--- src/rtl/itp_pkg.sv ---
`default_nettype none
// ----------------------------------------------------------------------------
// itp_pkg
// Types, codes and helper functions shared by the infix-to-postfix converter.
// ----------------------------------------------------------------------------
package itp_pkg;

  // Default depth of the operator stack.
  localparam int unsigned STACK_DEPTH_DEF = 16;

  // Input item opcodes.
  localparam logic OPC_CHAR  = 1'b0;
  localparam logic OPC_FLUSH = 1'b1;

  // Operator codes held on the stack.
  localparam logic [2:0] OP_LPAR = 3'd0;
  localparam logic [2:0] OP_ADD  = 3'd1;
  localparam logic [2:0] OP_SUB  = 3'd2;
  localparam logic [2:0] OP_MUL  = 3'd3;
  localparam logic [2:0] OP_DIV  = 3'd4;
  localparam logic [2:0] OP_POW  = 3'd5;

  // Error codes carried on results.
  localparam logic [1:0] ERR_NONE     = 2'd0;
  localparam logic [1:0] ERR_OVERFLOW = 2'd1;
  localparam logic [1:0] ERR_UNCLOSE  = 2'd2;
  localparam logic [1:0] ERR_UNOPEN   = 2'd3;

  // ASCII characters of interest.
  localparam logic [7:0] CH_LPAR  = 8'h28;
  localparam logic [7:0] CH_RPAR  = 8'h29;
  localparam logic [7:0] CH_PLUS  = 8'h2B;
  localparam logic [7:0] CH_MINUS = 8'h2D;
  localparam logic [7:0] CH_STAR  = 8'h2A;
  localparam logic [7:0] CH_SLASH = 8'h2F;
  localparam logic [7:0] CH_CARET = 8'h5E;

  typedef struct packed {
    logic       opcode;
    logic [7:0] symbol;
  } in_item_t;

  typedef struct packed {
    logic [7:0] out_char;
    logic       has_char;
    logic       last;
    logic [1:0] error;
  } out_item_t;

  // One result handed from the core to the output register.
  typedef struct packed {
    logic      load;
    out_item_t item;
  } emit_t;

  // Letters and digits pass straight through.
  function automatic logic is_alnum(input logic [7:0] s);
    return ((s >= 8'h30) && (s <= 8'h39)) ||
           ((s >= 8'h41) && (s <= 8'h5A)) ||
           ((s >= 8'h61) && (s <= 8'h7A));
  endfunction

  // Character printed for an operator code.
  function automatic logic [7:0] code_char(input logic [2:0] c);
    logic [7:0] r;
    case (c)
      OP_LPAR: r = CH_LPAR;
      OP_ADD:  r = CH_PLUS;
      OP_SUB:  r = CH_MINUS;
      OP_MUL:  r = CH_STAR;
      OP_DIV:  r = CH_SLASH;
      OP_POW:  r = CH_CARET;
      default: r = 8'h00;
    endcase
    return r;
  endfunction

  // Precedence of an operator code.
  function automatic logic [2:0] code_prec(input logic [2:0] c);
    logic [2:0] r;
    case (c)
      OP_ADD, OP_SUB: r = 3'd2;
      OP_MUL, OP_DIV: r = 3'd3;
      OP_POW:         r = 3'd4;
      default:        r = 3'd0;
    endcase
    return r;
  endfunction

endpackage
`default_nettype wire

--- src/rtl/itp_core.sv ---
`default_nettype none
// ----------------------------------------------------------------------------
// itp_core
// Shunting-yard sequencer around the operator stack memory. It holds the
// most recent emitted character back by one step so that the flags of the
// final result can be attached once the end of the pop sequence is known.
// ----------------------------------------------------------------------------
module itp_core #(
  parameter int unsigned STACK_DEPTH = itp_pkg::STACK_DEPTH_DEF
) (
  input  wire logic             clk_i,
  input  wire logic             rst_ni,
  input  wire logic             in_valid_i,
  input  wire itp_pkg::in_item_t in_item_i,
  output logic                  in_ready_o,
  input  wire logic             out_free_i,
  output itp_pkg::emit_t        emit_o
);
  import itp_pkg::*;

  localparam int unsigned AW = (STACK_DEPTH > 1) ? $clog2(STACK_DEPTH) : 1;
  localparam int unsigned CW = $clog2(STACK_DEPTH + 1);
  localparam logic [CW-1:0] FULL = CW'(STACK_DEPTH);

  localparam logic [1:0] S_IDLE = 2'd0;
  localparam logic [1:0] S_POP  = 2'd1;
  localparam logic [1:0] S_FIN  = 2'd2;

  localparam logic [1:0] K_FLUSH = 2'd0;
  localparam logic [1:0] K_CLOSE = 2'd1;
  localparam logic [1:0] K_OPER  = 2'd2;

  logic [1:0]    state_q, state_d;
  logic [1:0]    kind_q, kind_d;
  logic [CW-1:0] count_q, count_d;
  logic [2:0]    code_q, code_d;
  logic [7:0]    pend_q, pend_d;
  logic          pend_v_q, pend_v_d;
  logic          mark_q, mark_d;
  logic [1:0]    err_q, err_d;

  // Stack memory with a registered read port.
  logic [2:0]    mem [STACK_DEPTH];
  logic [2:0]    rdata_q;
  logic          rd_en, wr_en;
  logic [AW-1:0] rd_addr, wr_addr;
  logic [2:0]    wr_data;

  logic [CW-1:0] cnt_m1, cnt_m2;
  logic          sym_op_v;
  logic [2:0]    sym_op;
  logic          do_pop, emit_chr, pop_ok, more;
  logic [2:0]    top_prec, new_prec;

  assign cnt_m1 = count_q - CW'(1);
  assign cnt_m2 = count_q - CW'(2);

  // Operator decode of the incoming symbol.
  always_comb begin
    sym_op_v = 1'b1;
    unique case (in_item_i.symbol)
      CH_LPAR:  sym_op = OP_LPAR;
      CH_PLUS:  sym_op = OP_ADD;
      CH_MINUS: sym_op = OP_SUB;
      CH_STAR:  sym_op = OP_MUL;
      CH_SLASH: sym_op = OP_DIV;
      CH_CARET: sym_op = OP_POW;
      default: begin
        sym_op   = OP_LPAR;
        sym_op_v = 1'b0;
      end
    endcase
  end

  // The stacked operator leaves if it binds at least as tightly; ^ is
  // right-associative, so an equal ^ stays.
  assign top_prec = code_prec(rdata_q);
  assign new_prec = code_prec(code_q);
  assign pop_ok   = (rdata_q != OP_LPAR) &&
                    ((top_prec > new_prec) || ((top_prec == new_prec) && (code_q != OP_POW)));

  assign in_ready_o = (state_q == S_IDLE) && out_free_i;

  // Sequencer. A push is written to the memory before the next read is
  // issued, so the memory needs no forwarding path.
  always_comb begin
    state_d  = state_q;
    kind_d   = kind_q;
    count_d  = count_q;
    code_d   = code_q;
    pend_d   = pend_q;
    pend_v_d = pend_v_q;
    mark_d   = mark_q;
    err_d    = err_q;
    rd_en    = 1'b0;
    rd_addr  = cnt_m1[AW-1:0];
    wr_en    = 1'b0;
    wr_addr  = count_q[AW-1:0];
    wr_data  = code_q;
    emit_o   = '0;
    do_pop   = 1'b0;
    emit_chr = 1'b0;
    more     = 1'b0;

    unique case (state_q)
      S_IDLE: begin
        if (in_valid_i && in_ready_o) begin
          pend_v_d = 1'b0;
          mark_d   = 1'b0;
          err_d    = ERR_NONE;
          if (in_item_i.opcode == OPC_FLUSH) begin
            if (count_q == '0) begin
              emit_o.load          = 1'b1;
              emit_o.item.last     = 1'b1;
            end else begin
              rd_en   = 1'b1;
              kind_d  = K_FLUSH;
              state_d = S_POP;
            end
          end else if (is_alnum(in_item_i.symbol)) begin
            emit_o.load          = 1'b1;
            emit_o.item.out_char = in_item_i.symbol;
            emit_o.item.has_char = 1'b1;
          end else if (in_item_i.symbol == CH_RPAR) begin
            if (count_q == '0) begin
              emit_o.load       = 1'b1;
              emit_o.item.error = ERR_UNCLOSE;
            end else begin
              rd_en   = 1'b1;
              kind_d  = K_CLOSE;
              state_d = S_POP;
            end
          end else if (sym_op_v) begin
            if ((sym_op == OP_LPAR) || (count_q == '0)) begin
              if (count_q == FULL) begin
                emit_o.load       = 1'b1;
                emit_o.item.error = ERR_OVERFLOW;
              end else begin
                wr_en   = 1'b1;
                wr_data = sym_op;
                count_d = count_q + CW'(1);
              end
            end else begin
              rd_en   = 1'b1;
              kind_d  = K_OPER;
              code_d  = sym_op;
              state_d = S_POP;
            end
          end
        end
      end

      S_POP: begin
        if (out_free_i) begin
          case (kind_q)
            K_FLUSH, K_CLOSE: begin
              do_pop   = 1'b1;
              emit_chr = (rdata_q != OP_LPAR);
            end
            K_OPER: begin
              do_pop   = pop_ok;
              emit_chr = pop_ok;
            end
            default: begin
              do_pop   = 1'b0;
              emit_chr = 1'b0;
            end
          endcase

          // The held character is now known not to be the final one.
          if (emit_chr) begin
            if (pend_v_q) begin
              emit_o.load          = 1'b1;
              emit_o.item.out_char = pend_q;
              emit_o.item.has_char = 1'b1;
            end
            pend_d   = code_char(rdata_q);
            pend_v_d = 1'b1;
          end
          if (do_pop) begin
            count_d = cnt_m1;
          end

          more = do_pop && (cnt_m1 != '0) &&
                 !((kind_q == K_CLOSE) && (rdata_q == OP_LPAR));
          if (kind_q == K_FLUSH && rdata_q == OP_LPAR) begin
            err_d = ERR_UNOPEN;
          end

          if (more) begin
            rd_en   = 1'b1;
            rd_addr = cnt_m2[AW-1:0];
          end else begin
            state_d = S_FIN;
            case (kind_q)
              K_FLUSH: mark_d = !(pend_v_q || emit_chr);
              K_CLOSE: begin
                if (rdata_q != OP_LPAR) begin
                  err_d = ERR_UNCLOSE;
                end
              end
              default: begin
                // Push the new operator onto what the pops left.
                wr_addr = count_d[AW-1:0];
                if (count_d == FULL) begin
                  mark_d = 1'b1;
                  err_d  = ERR_OVERFLOW;
                end else begin
                  wr_en   = 1'b1;
                  count_d = count_d + CW'(1);
                end
              end
            endcase
          end
        end
      end

      S_FIN: begin
        if (out_free_i) begin
          if (pend_v_q) begin
            emit_o.load          = 1'b1;
            emit_o.item.out_char = pend_q;
            emit_o.item.has_char = 1'b1;
            emit_o.item.last     = (kind_q == K_FLUSH);
            emit_o.item.error    = (kind_q == K_OPER) ? ERR_NONE : err_q;
            pend_v_d = 1'b0;
            if (!mark_q) begin
              state_d = S_IDLE;
            end
          end else begin
            if (mark_q) begin
              emit_o.load       = 1'b1;
              emit_o.item.last  = (kind_q == K_FLUSH);
              emit_o.item.error = err_q;
            end
            mark_d  = 1'b0;
            state_d = S_IDLE;
          end
        end
      end

      default: state_d = S_IDLE;
    endcase
  end

  // Control registers.
  always_ff @(posedge clk_i or negedge rst_ni) begin
    if (!rst_ni) begin
      state_q  <= S_IDLE;
      kind_q   <= K_FLUSH;
      count_q  <= '0;
      pend_v_q <= 1'b0;
      mark_q   <= 1'b0;
      err_q    <= ERR_NONE;
    end else begin
      state_q  <= state_d;
      kind_q   <= kind_d;
      count_q  <= count_d;
      pend_v_q <= pend_v_d;
      mark_q   <= mark_d;
      err_q    <= err_d;
    end
  end

  // Payload registers.
  always_ff @(posedge clk_i) begin
    code_q <= code_d;
    pend_q <= pend_d;
  end

  // Stack memory: one write and one registered read per cycle.
  always_ff @(posedge clk_i) begin
    if (wr_en) begin
      mem[wr_addr] <= wr_data;
    end
    if (rd_en) begin
      rdata_q <= mem[rd_addr];
    end
  end

endmodule
`default_nettype wire

--- src/rtl/infix_to_postfix_converter.sv ---
`default_nettype none
// A letter or digit appears in the output register in the cycle after its transfer.
// A ')' or flush issues the stack read, pops the entries one by one and then closes.
// An operator also examines the entry that stops its pops, and an overflow marker takes a
// further step; '(' or an operator onto an empty stack is pushed on its transfer. Output
// stalls hold each of these steps, and all results pass through one output register.
// Reset empties the stack at once; the stack memory itself is not cleared.
// ----------------------------------------------------------------------------
// infix_to_postfix_converter
// Converts an infix character stream to postfix with a bounded operator
// stack, flagging overflow and unmatched parentheses.
// ----------------------------------------------------------------------------
module infix_to_postfix_converter #(
  parameter int unsigned STACK_DEPTH = itp_pkg::STACK_DEPTH_DEF
) (
  input  wire logic              clk_i,
  input  wire logic              rst_ni,
  input  wire logic              in_valid_i,
  output logic                   in_stall_o,
  input  wire itp_pkg::in_item_t in_item_i,
  output logic                   out_valid_o,
  input  wire logic              out_stall_i,
  output itp_pkg::out_item_t     out_item_o
);
  import itp_pkg::*;

  logic      out_v_q, out_v_d;
  out_item_t out_item_q;
  logic      out_free;
  logic      in_ready;
  emit_t     emit;

  // The output register can take a result when empty or being drained.
  assign out_free = !out_v_q || !out_stall_i;

  itp_core #(
    .STACK_DEPTH(STACK_DEPTH)
  ) u_core (
    .clk_i     (clk_i),
    .rst_ni    (rst_ni),
    .in_valid_i(in_valid_i),
    .in_item_i (in_item_i),
    .in_ready_o(in_ready),
    .out_free_i(out_free),
    .emit_o    (emit)
  );

  assign in_stall_o = !in_ready;

  // Output register valid flag.
  always_comb begin
    out_v_d = out_v_q;
    if (emit.load) begin
      out_v_d = 1'b1;
    end else if (!out_stall_i) begin
      out_v_d = 1'b0;
    end
  end

  always_ff @(posedge clk_i or negedge rst_ni) begin
    if (!rst_ni) begin
      out_v_q <= 1'b0;
    end else begin
      out_v_q <= out_v_d;
    end
  end

  // Output payload, loaded only when the previous transfer is done.
  always_ff @(posedge clk_i) begin
    if (emit.load) begin
      out_item_q <= emit.item;
    end
  end

  assign out_valid_o = out_v_q;
  assign out_item_o  = out_item_q;

endmodule
`default_nettype wire

--- config.mk ---
export PLATFORM = sky130hd
export DESIGN_NAME = infix_to_postfix_converter
export DESIGN_NICKNAME = d
export VERILOG_FILES = /design/src/rtl/itp_pkg.sv /design/src/rtl/itp_core.sv /design/src/rtl/infix_to_postfix_converter.sv
export SDC_FILE = /design/constraint.sdc
export NUM_CORES = 1
export LEC_CHECK = 0
export BUFFER_PORTS_ARGS = -buffer_cell sky130_fd_sc_hd__buf_2
export CORE_ASPECT_RATIO = 0.6
export CORE_MARGIN = 2
export CORE_UTILIZATION = 35
export CTS_BUF_LIST = sky130_fd_sc_hd__clkbuf_8 sky130_fd_sc_hd__clkbuf_16
export DETAILED_ROUTE_END_ITERATION = 12
export GPL_TIMING_DRIVEN = 0
export PLACE_DENSITY_LB_ADDON = 0.05
export RECOVER_POWER = 50
export SLEW_MARGIN = 20
export SYNTH_ARGS = -nofsm -noshare
export SYNTH_HDL_FRONTEND = slang
export SYNTH_SLANG_ARGS = --single-unit
--- constraint.sdc ---
create_clock -name clk_i -period 8.5 [get_ports clk_i]
set_input_delay 1.7 -clock clk_i [delete_from_list [all_inputs] [get_ports clk_i]]
set_output_delay 1.7 -clock clk_i [all_outputs]
set_load 0.01 [all_outputs]
==> impl_metrics.py, run 1 <==
metrics = {
    "setup_path": {
        "worstReg2RegStart": "u_core.count_q[0]",
        "path_class": "reg -> reg",
        "worstSetupEndpointType": "register",
        "worstRegToRegCells": 12,
        "cp_max_fo": 10,
        "required_ns": 8.50,
        "worst-endpoint-arrival_ns": 5.03,
        "startpoint_type": "register",
        "r2r-end": "u_core.mem[10][1]",
        "rrSetupSlack_ns": 3.48,
    },
    "hold_path": {
        "min_path_cells": 2,
        "hold_class": "reg -> reg",
        "min_from": "u_core.mark_q",
        "min_to": "u_core.mark_q",
    },
    "global_route": {
        "grt_use_total_pct": 20.86,
        "grt-ovfl-total": 0,
        "first_global_vias": 4103,
        "grt_pass1_wl_mm": 25.08,
        "grt_start_max_net_pins": 17,
        "grt_antenna_before_repair": 0,
    },
    "timing": {
        "setup_violations": 0,
        "timing.fmax_mhz": 199.0,
        "finalClockSkew_ns": 0.009269,
        "relSlewSlack_pct": 31.89,
        "period_needed_ns": 5.025,
        "setup_ws_ns": 3.475,
        "worstMarginPinSlew_ns": 1.019,
        "finalSetupTns_ns": 0,
        "hold_viol": 0,
        "fin_crit_sh_pct": 59.12,
        "rsz0062_at_grt": "false",
        "drv_slew": 0,
    },
    "yosys": {
        "syn_area_sq_um": 5284,
        "ys_types": 77,
        "synth_top_area_share_pct": 40.92,
        "yosysSeqAreaShare_pct": 47.55,
        "ys_warn_count": 0,
        "async_reset_ff_share_pct": 16.28,
        "avgSynthCellArea_sq_um": 10.18,
        "netlist_top_cells_area": "edfxtp_1 41%, dfrtp_1 6.6%, nand2_1 3.2%",
        "synth-main-ff-cell": "edfxtp_1",
        "synth_nets": 543,
        "synth_seq_cells": 86,
        "synth_edf_count": 72,
        "synth_top_cell_by_area": "edfxtp_1",
        "synthCells": 519,
    },
    "drt": {
        "vias": 4540,
        "vias_per_cell": 5.982,
        "drt_iter0_drc": 547,
        "ant_nets": 0,
        "drc": 0,
        "drtPass1Iterations": 5,
        "wl_mm": 16.50,
        "wl_per_cell_um": 21.74,
    },
    "layout": {
        "diodes": 0,
        "register_area_sq_um": 2512,
        "fin_area_sq_um": 5894,
        "multi_input_area_sq_um": 2509,
        "drive_gt1_share_pct": 8.556,
        "nFillCells": 1475,
        "final_cell_mix": "72 x edfxtp_1, 45 x nand2_1, 45 x nor2_1, 41 x clkbuf_1, 29 x nor3_1",
        "area_delta_synth_final_pct": 11.56,
        "nets": 580,
        "layout_commonest_cell": "edfxtp_1",
    },
    "floorplanning": {
        "start_util_pct": 36.11,
        "io_pins": 27,
        "coreArea_sq_um": 14630,
        "fp-row-count": 34,
        "die_x_um": 162.6,
        "die_h_um": 99.18,
        "die_area_sq_um": 16130,
    },
    "placement": {
        "place_congestion": 0.9566,
        "dpl_cell_area_sq_um": 5664,
        "port_buffers": 25,
        "place_ws_ns": 3.842,
        "dp_hpwl_mm": 12.43,
    },
    "cts": {
        "cts_setup_buffers": 0,
        "cts_buffer_depth": 2,
        "hold_buffers": 0,
        "post_cts_resized": 0,
        "cts.clk_slew.worst_paths_ns": 0.07,
        "clock_latency_ns": 0.35,
        "htree_levels": 3,
        "cts_tree": "done",
        "cts_sinks": 86,
        "cts-root-buf": "clkbuf_16",
        "numCtsBuffers": 9,
    },
    "pwr": {
        "leakage_nw": 2.025,
        "total_power_mw": 2.516,
        "peakVddDrop_uv": 175.5,
        "p_per_area_nw_per_um2": 426.9,
    },
    "run_status": {
        "status": "completed",
    },
    "job": {
        "cap_violations": 0,
    },
}
per-layer routing:
layer | GRT usage (%) | wire [um] | vias up
met3 | 3.795 | 1449 | 16
met2 | 25.79 | 6061 | 186
li1 | - | - | 2082
met5 | 0 | 0 | -
met4 | 4.493 | 180 | 0
met1 | 35.86 | 8809 | 2256
where the power goes:
part           switching (mW)  internal (mW)  total [mW]  leakage (nW)
combinational           0.976          0.483        1.46          1.06
clock                   0.185          0.233       0.418         0.150
sequential             0.0480          0.592       0.640         0.819
sequential cells by signal, summed over array words and instances (netlist names), 2 cells and up:
register	count
u_core.mem	48
out_item_o	12
u_core.pend_q	6
u_core.count_q	5
u_core.code_q	3
u_core.rdata_q	3
u_core.err_q	2
u_core.kind_q	2
u_core.state_q	2
metrics by stage:
step	cells	hold WS, ns	utilization (%)
5_1_grt	759	0.5607	40.28
2_1_floorplan	519	0.4937	-
3_3_place_gp	742	0.5214	38.65
6_report	759	0.5392	40.28
4_1_cts	759	0.5386	40.79
3_5_place_dp	743	0.5270	38.71
cell type report:
class / instances / area share [%]
Sequential cell: 86 / 42.62
Tap cell: 198 / 4.203
Buffer: 34 / 2.590
Timing Repair Buffer: 26 / 1.889
Inverter: 15 / 0.9552
Clock buffer: 9 / 3.821
Clock inverter: 7 / 1.359
Multi-Input combinational cell: 384 / 42.56
cell usage after synthesis, types with 4 or more instances:
cell,instances
o21ai_0,22
or4_1,10
edfxtp_1,72
ha_1,11
and3_1,7
a22oi_1,4
nand2_1,45
clkbuf_1,17
a22o_1,9
nor2b_1,5
a31oi_1,11
o31ai_1,10
nor3_1,29
buf_2,11
o21a_1,5
or3_1,7
mux2i_1,5
o311ai_0,4
nand4_1,5
a21oi_1,18
a21o_1,8
nor4_1,7
o22ai_1,13
dfrtp_1,14
xnor2_1,9
o211ai_1,4
nand2b_1,9
nor2_1,45
inv_1,15
o221ai_1,4
and2_1,6
o41ai_1,4
nand3_1,8
worst max-delay path by stage:
stage,slack [ns],to,cells after the start,startpoint
3_5_place_dp,3.84,u_core.mem[10][1],11,out_stall_i
6_report,3.48,u_core.mem[10][1],12,u_core.count_q[0]
5_1_grt,3.18,u_core.mem[2][2],12,u_core.count_q[0]
4_1_cts,4.00,u_core.mem[10][1],14,u_core.rdata_q[0]
3_3_place_gp,3.54,out_item_o[6],7,in_item_i[2]
2_1_floorplan,4.37,out_item_o[0],6,in_item_i[2]
critical path: stages, from the launching register on:
cell	delay, ns
dfrtp_1	0.39
clkbuf_1	0.54
inv_1	0.12
clkbuf_1	0.33
ha_1	0.39
xor2_1	0.23
nor3b_1	0.66
a211oi_1	0.22
a2111oi_0	0.66
a311oi_1	0.14
a211oi_2	0.47
nand2b_1	0.17
nor2_1	0.35
logic make-up (layout without fill, tap and decap cells):
| group | after synthesis | count (layout) | synth area share (%) |
|---|---|---|---|
| mux | 8 | 8 | 1.587 |
| other cells | 1 | 1 | 0.07097 |
| fa+ha+maj | 11 | 11 | 2.605 |
| xor+xnor | 12 | 12 | 2.131 |
| simple gates | 198 | 198 | 19.87 |
| buf+inv | 49 | 91 | 4.239 |
| flops | 86 | 86 | 47.55 |
| compound gates | 154 | 154 | 21.95 |
(Power assumes the default switching activity.)
==> run 2, diff against run 1 <==
ABC_AREA = 1   (was unset)
clock period = 4.21 ns   (was 8.5 ns; I/O delays follow)
==> impl_metrics.py, run 2 <==
metrics = {
    "global_route": {
        "grt_use_total_pct": 17.89,
        "grt-ovfl-total": 0,
        "grt_antenna_before_repair": 0,
        "first_global_vias": 3830,
        "grt_pass1_wl_mm": 21.52,
        "grt_start_max_net_pins": 17,
    },
    "yosys": {
        "ys_types": 42,
        "async_reset_ff_share_pct": 16.28,
        "ys_warn_count": 0,
        "synth_nets": 639,
        "yosysSeqAreaShare_pct": 47.97,
        "synth_top_cell_by_area": "edfxtp_1",
        "synth_seq_cells": 86,
        "netlist_top_cells_area": "edfxtp_1 41%, nand2_1 9.3%, nand3_1 7.5%",
        "synthCells": 615,
        "yosysMostFrequentCell": "nand2_1",
        "synth_common_cells": "130 x nand2_1, 102 x inv_1, 79 x nand3_1",
        "syn_area_sq_um": 5238,
        "synth_edf_count": 72,
        "avgSynthCellArea_sq_um": 8.516,
        "synth_top_area_share_pct": 41.28,
        "synth-main-ff-cell": "edfxtp_1",
    },
    "job": {
        "cap_violations": 1,
    },
    "setup_path": {
        "worstRegToRegCells": 23,
        "rrSetupSlack_ns": 0.35,
        "critPathLaunch": "u_core.rdata_q[1]",
        "endpoint": "u_core.mem[12][2]",
        "path_class": "reg -> reg",
        "worstSetupEndpointType": "register",
        "startpoint_type": "register",
        "cp_max_fo": 10,
        "r2r-end": "u_core.mem[12][2]",
        "required_ns": 4.20,
        "worstReg2RegStart": "u_core.rdata_q[1]",
        "worst-endpoint-arrival_ns": 3.86,
    },
    "timing": {
        "setup_violations": 0,
        "fin_crit_sh_pct": 91.74,
        "finalClockSkew_ns": 0.009230,
        "rsz0062_at_grt": "false",
        "hold_viol": 0,
        "setup_ws_ns": 0.3476,
        "period_needed_ns": 3.862,
        "relSlewSlack_pct": -1.157,
        "worstMarginPinSlew_ns": 1.498,
        "drv_slew": 1,
        "timing.fmax_mhz": 258.9,
    },
    "hold_path": {
        "min_from": "u_core.pend_q[0]",
        "hold_class": "reg -> reg",
    },
    "pwr": {
        "power.share.clock_pct": 19.3,
        "p_int_mw": 2.250,
        "total_power_mw": 4.220,
        "leakage_nw": 2.582,
        "p_seq_share_pct": 28.6,
        "peakVddDrop_uv": 268.7,
        "p_per_area_nw_per_um2": 718.9,
        "p_sw_share_pct": 46.68,
        "comb_power_share_pct": 52.2,
        "p_sw_mw": 1.970,
    },
    "layout": {
        "top_register": "u_core.mem",
        "stdcell_count": 856,
        "diodes": 0,
        "final_cell_mix": "131 x nand2_1, 103 x inv_1, 81 x nand3_1, 72 x edfxtp_1, 45 x nor2_1",
        "largest_reg_flops": 48,
        "area_delta_synth_final_pct": 12.09,
        "nets": 677,
        "nFillCells": 1496,
        "layout_commonest_cell": "nand2_1",
        "final_util_pct": 40.35,
        "drive_gt1_share_pct": 13.83,
    },
    "floorplanning": {
        "start_util_pct": 36.00,
        "io_pins": 27,
        "die_area_sq_um": 15990,
        "die_h_um": 98.76,
        "die_x_um": 161.9,
        "coreArea_sq_um": 14550,
        "fp-row-count": 34,
    },
    "drt": {
        "drc": 0,
        "drtPass1Iterations": 5,
        "vias_per_cell": 4.890,
        "wl_mm": 13.71,
        "drt_iter0_drc": 330,
        "ant_nets": 0,
        "vias": 4186,
        "wl_per_cell_um": 16.02,
    },
    "cts": {
        "cts_tree": "done",
        "cts-root-buf": "clkbuf_16",
        "numCtsBuffers": 9,
        "cts_sinks": 86,
        "cts.clk_slew.worst_paths_ns": 0.07,
        "htree_levels": 3,
        "cts_buffer_depth": 2,
        "clock_latency_ns": 0.35,
    },
    "placement": {
        "dp_hpwl_mm": 10.64,
        "placed_cells": 840,
        "place_congestion": 0.8790,
        "place_ws_ns": 0.2825,
        "port_buffers": 26,
    },
    "run_status": {
        "status": "finished with violations",
        "violations": "capacitance limit, slew limit",
    },
}
==> run 2: cell types whose count changed after synthesis, sizes merged, moves of 12 or more <==
cell,change
inv,+103
clkbuf,-17
nand3b,+12
o21ai,+18
nand3,+76
nand2,+97
nor3,-24
==> run 2: worst min-delay path by stage <==
stage	end	slack, ns	cells past startpoint
floorplan	u_core.mark_q	0.47	2
global placement	u_core.mark_q	0.52	2
detailed placement	u_core.mark_q	0.52	2
CTS	u_core.state_q[1]	0.39	1
global route	out_item_o[6]	0.58	2
finish	out_item_o[4]	0.53	2
==> run 2: power groups by stage <==
stage	clock network (mW)	registers, mW	logic [mW]
4_1_cts	0.832	1.21	2.20
3_5_place_dp	0	1.22	2.19
2_1_floorplan	0	1.21	1.61
3_3_place_gp	0	1.22	2.16
6_report	0.814	1.21	2.20
5_1_grt	0.860	1.22	2.45
==> run 2: cell type report <==
class | count | area, sq um | share of cell area [%]
Buffer | 12 | 85.08 | 1.449
Multi-Input combinational cell | 399 | 2165 | 36.87
Timing Repair Buffer | 27 | 113.9 | 1.939
Inverter | 118 | 447.9 | 7.630
Clock inverter | 7 | 73.82 | 1.257
Tap cell | 198 | 247.7 | 4.220
Sequential cell | 86 | 2512 | 42.80
Clock buffer | 9 | 225.2 | 3.836
==> run 2: through the flow <==
stage | TNS (ns) | area, sq um | hold slack, ns
after global routing | 0 | 5871 | 0.5758
after CTS | 0 | 5929 | 0.3938
after detailed placement | 0 | 5630 | 0.5162
after global placement | -3.132 | 5615 | 0.5211
final | 0 | 5871 | 0.5348
after floorplan | 0 | 5238 | 0.4746
==> run 2: cell families (layout without fill, tap and decap cells) <==
logic type	Yosys count	in the layout	share of synthesized area (%)
and+or+nand+nor	312	312	29.31
buffers and inverters	130	173	10.25
DFF	86	86	47.97
AOI/OAI and AO/OA	69	69	8.409
adders and majority gates	11	11	2.628
xor gates and xnor gates	6	6	1.362
other	1	1	0.07160
==> run 2: critical path, stage by stage, from the launching register on <==
cell      delay (ns)
edfxtp_1        0.48
inv_1           0.13
nand2_1         0.14
nor2_1          0.15
inv_1           0.07
nand3_1         0.07
ha_1            0.23
nand2_1         0.09
inv_1           0.05
nand2_1         0.05
nand2_1         0.06
nand3_2         0.14
nand2_4         0.11
buf_6           0.17
o21ai_2         0.15
inv_1           0.12
ha_1            0.20
inv_1           0.05
nor2_1          0.05
nand3_2         0.13
nand2_2         0.11
o22ai_4         0.24
nand2_2         0.14
nor2_1          0.37
==> run 2: metal layers <==
metal	routed length (um)	up-vias	track usage, %
met3	870	12	4.209
li1	-	2092	-
met1	7765	1962	30.28
met2	4961	120	22.13
met5	0	-	0
met4	115	0	3.608
==> run 2: what timing repair did <==
action                     4_1_cts  5_1_grt
gates resized for setup          0        1
setup endpoints to repair        0       12
setup buffers                    0        0
hold endpoints to repair         0        0
hold buffers                     0        0
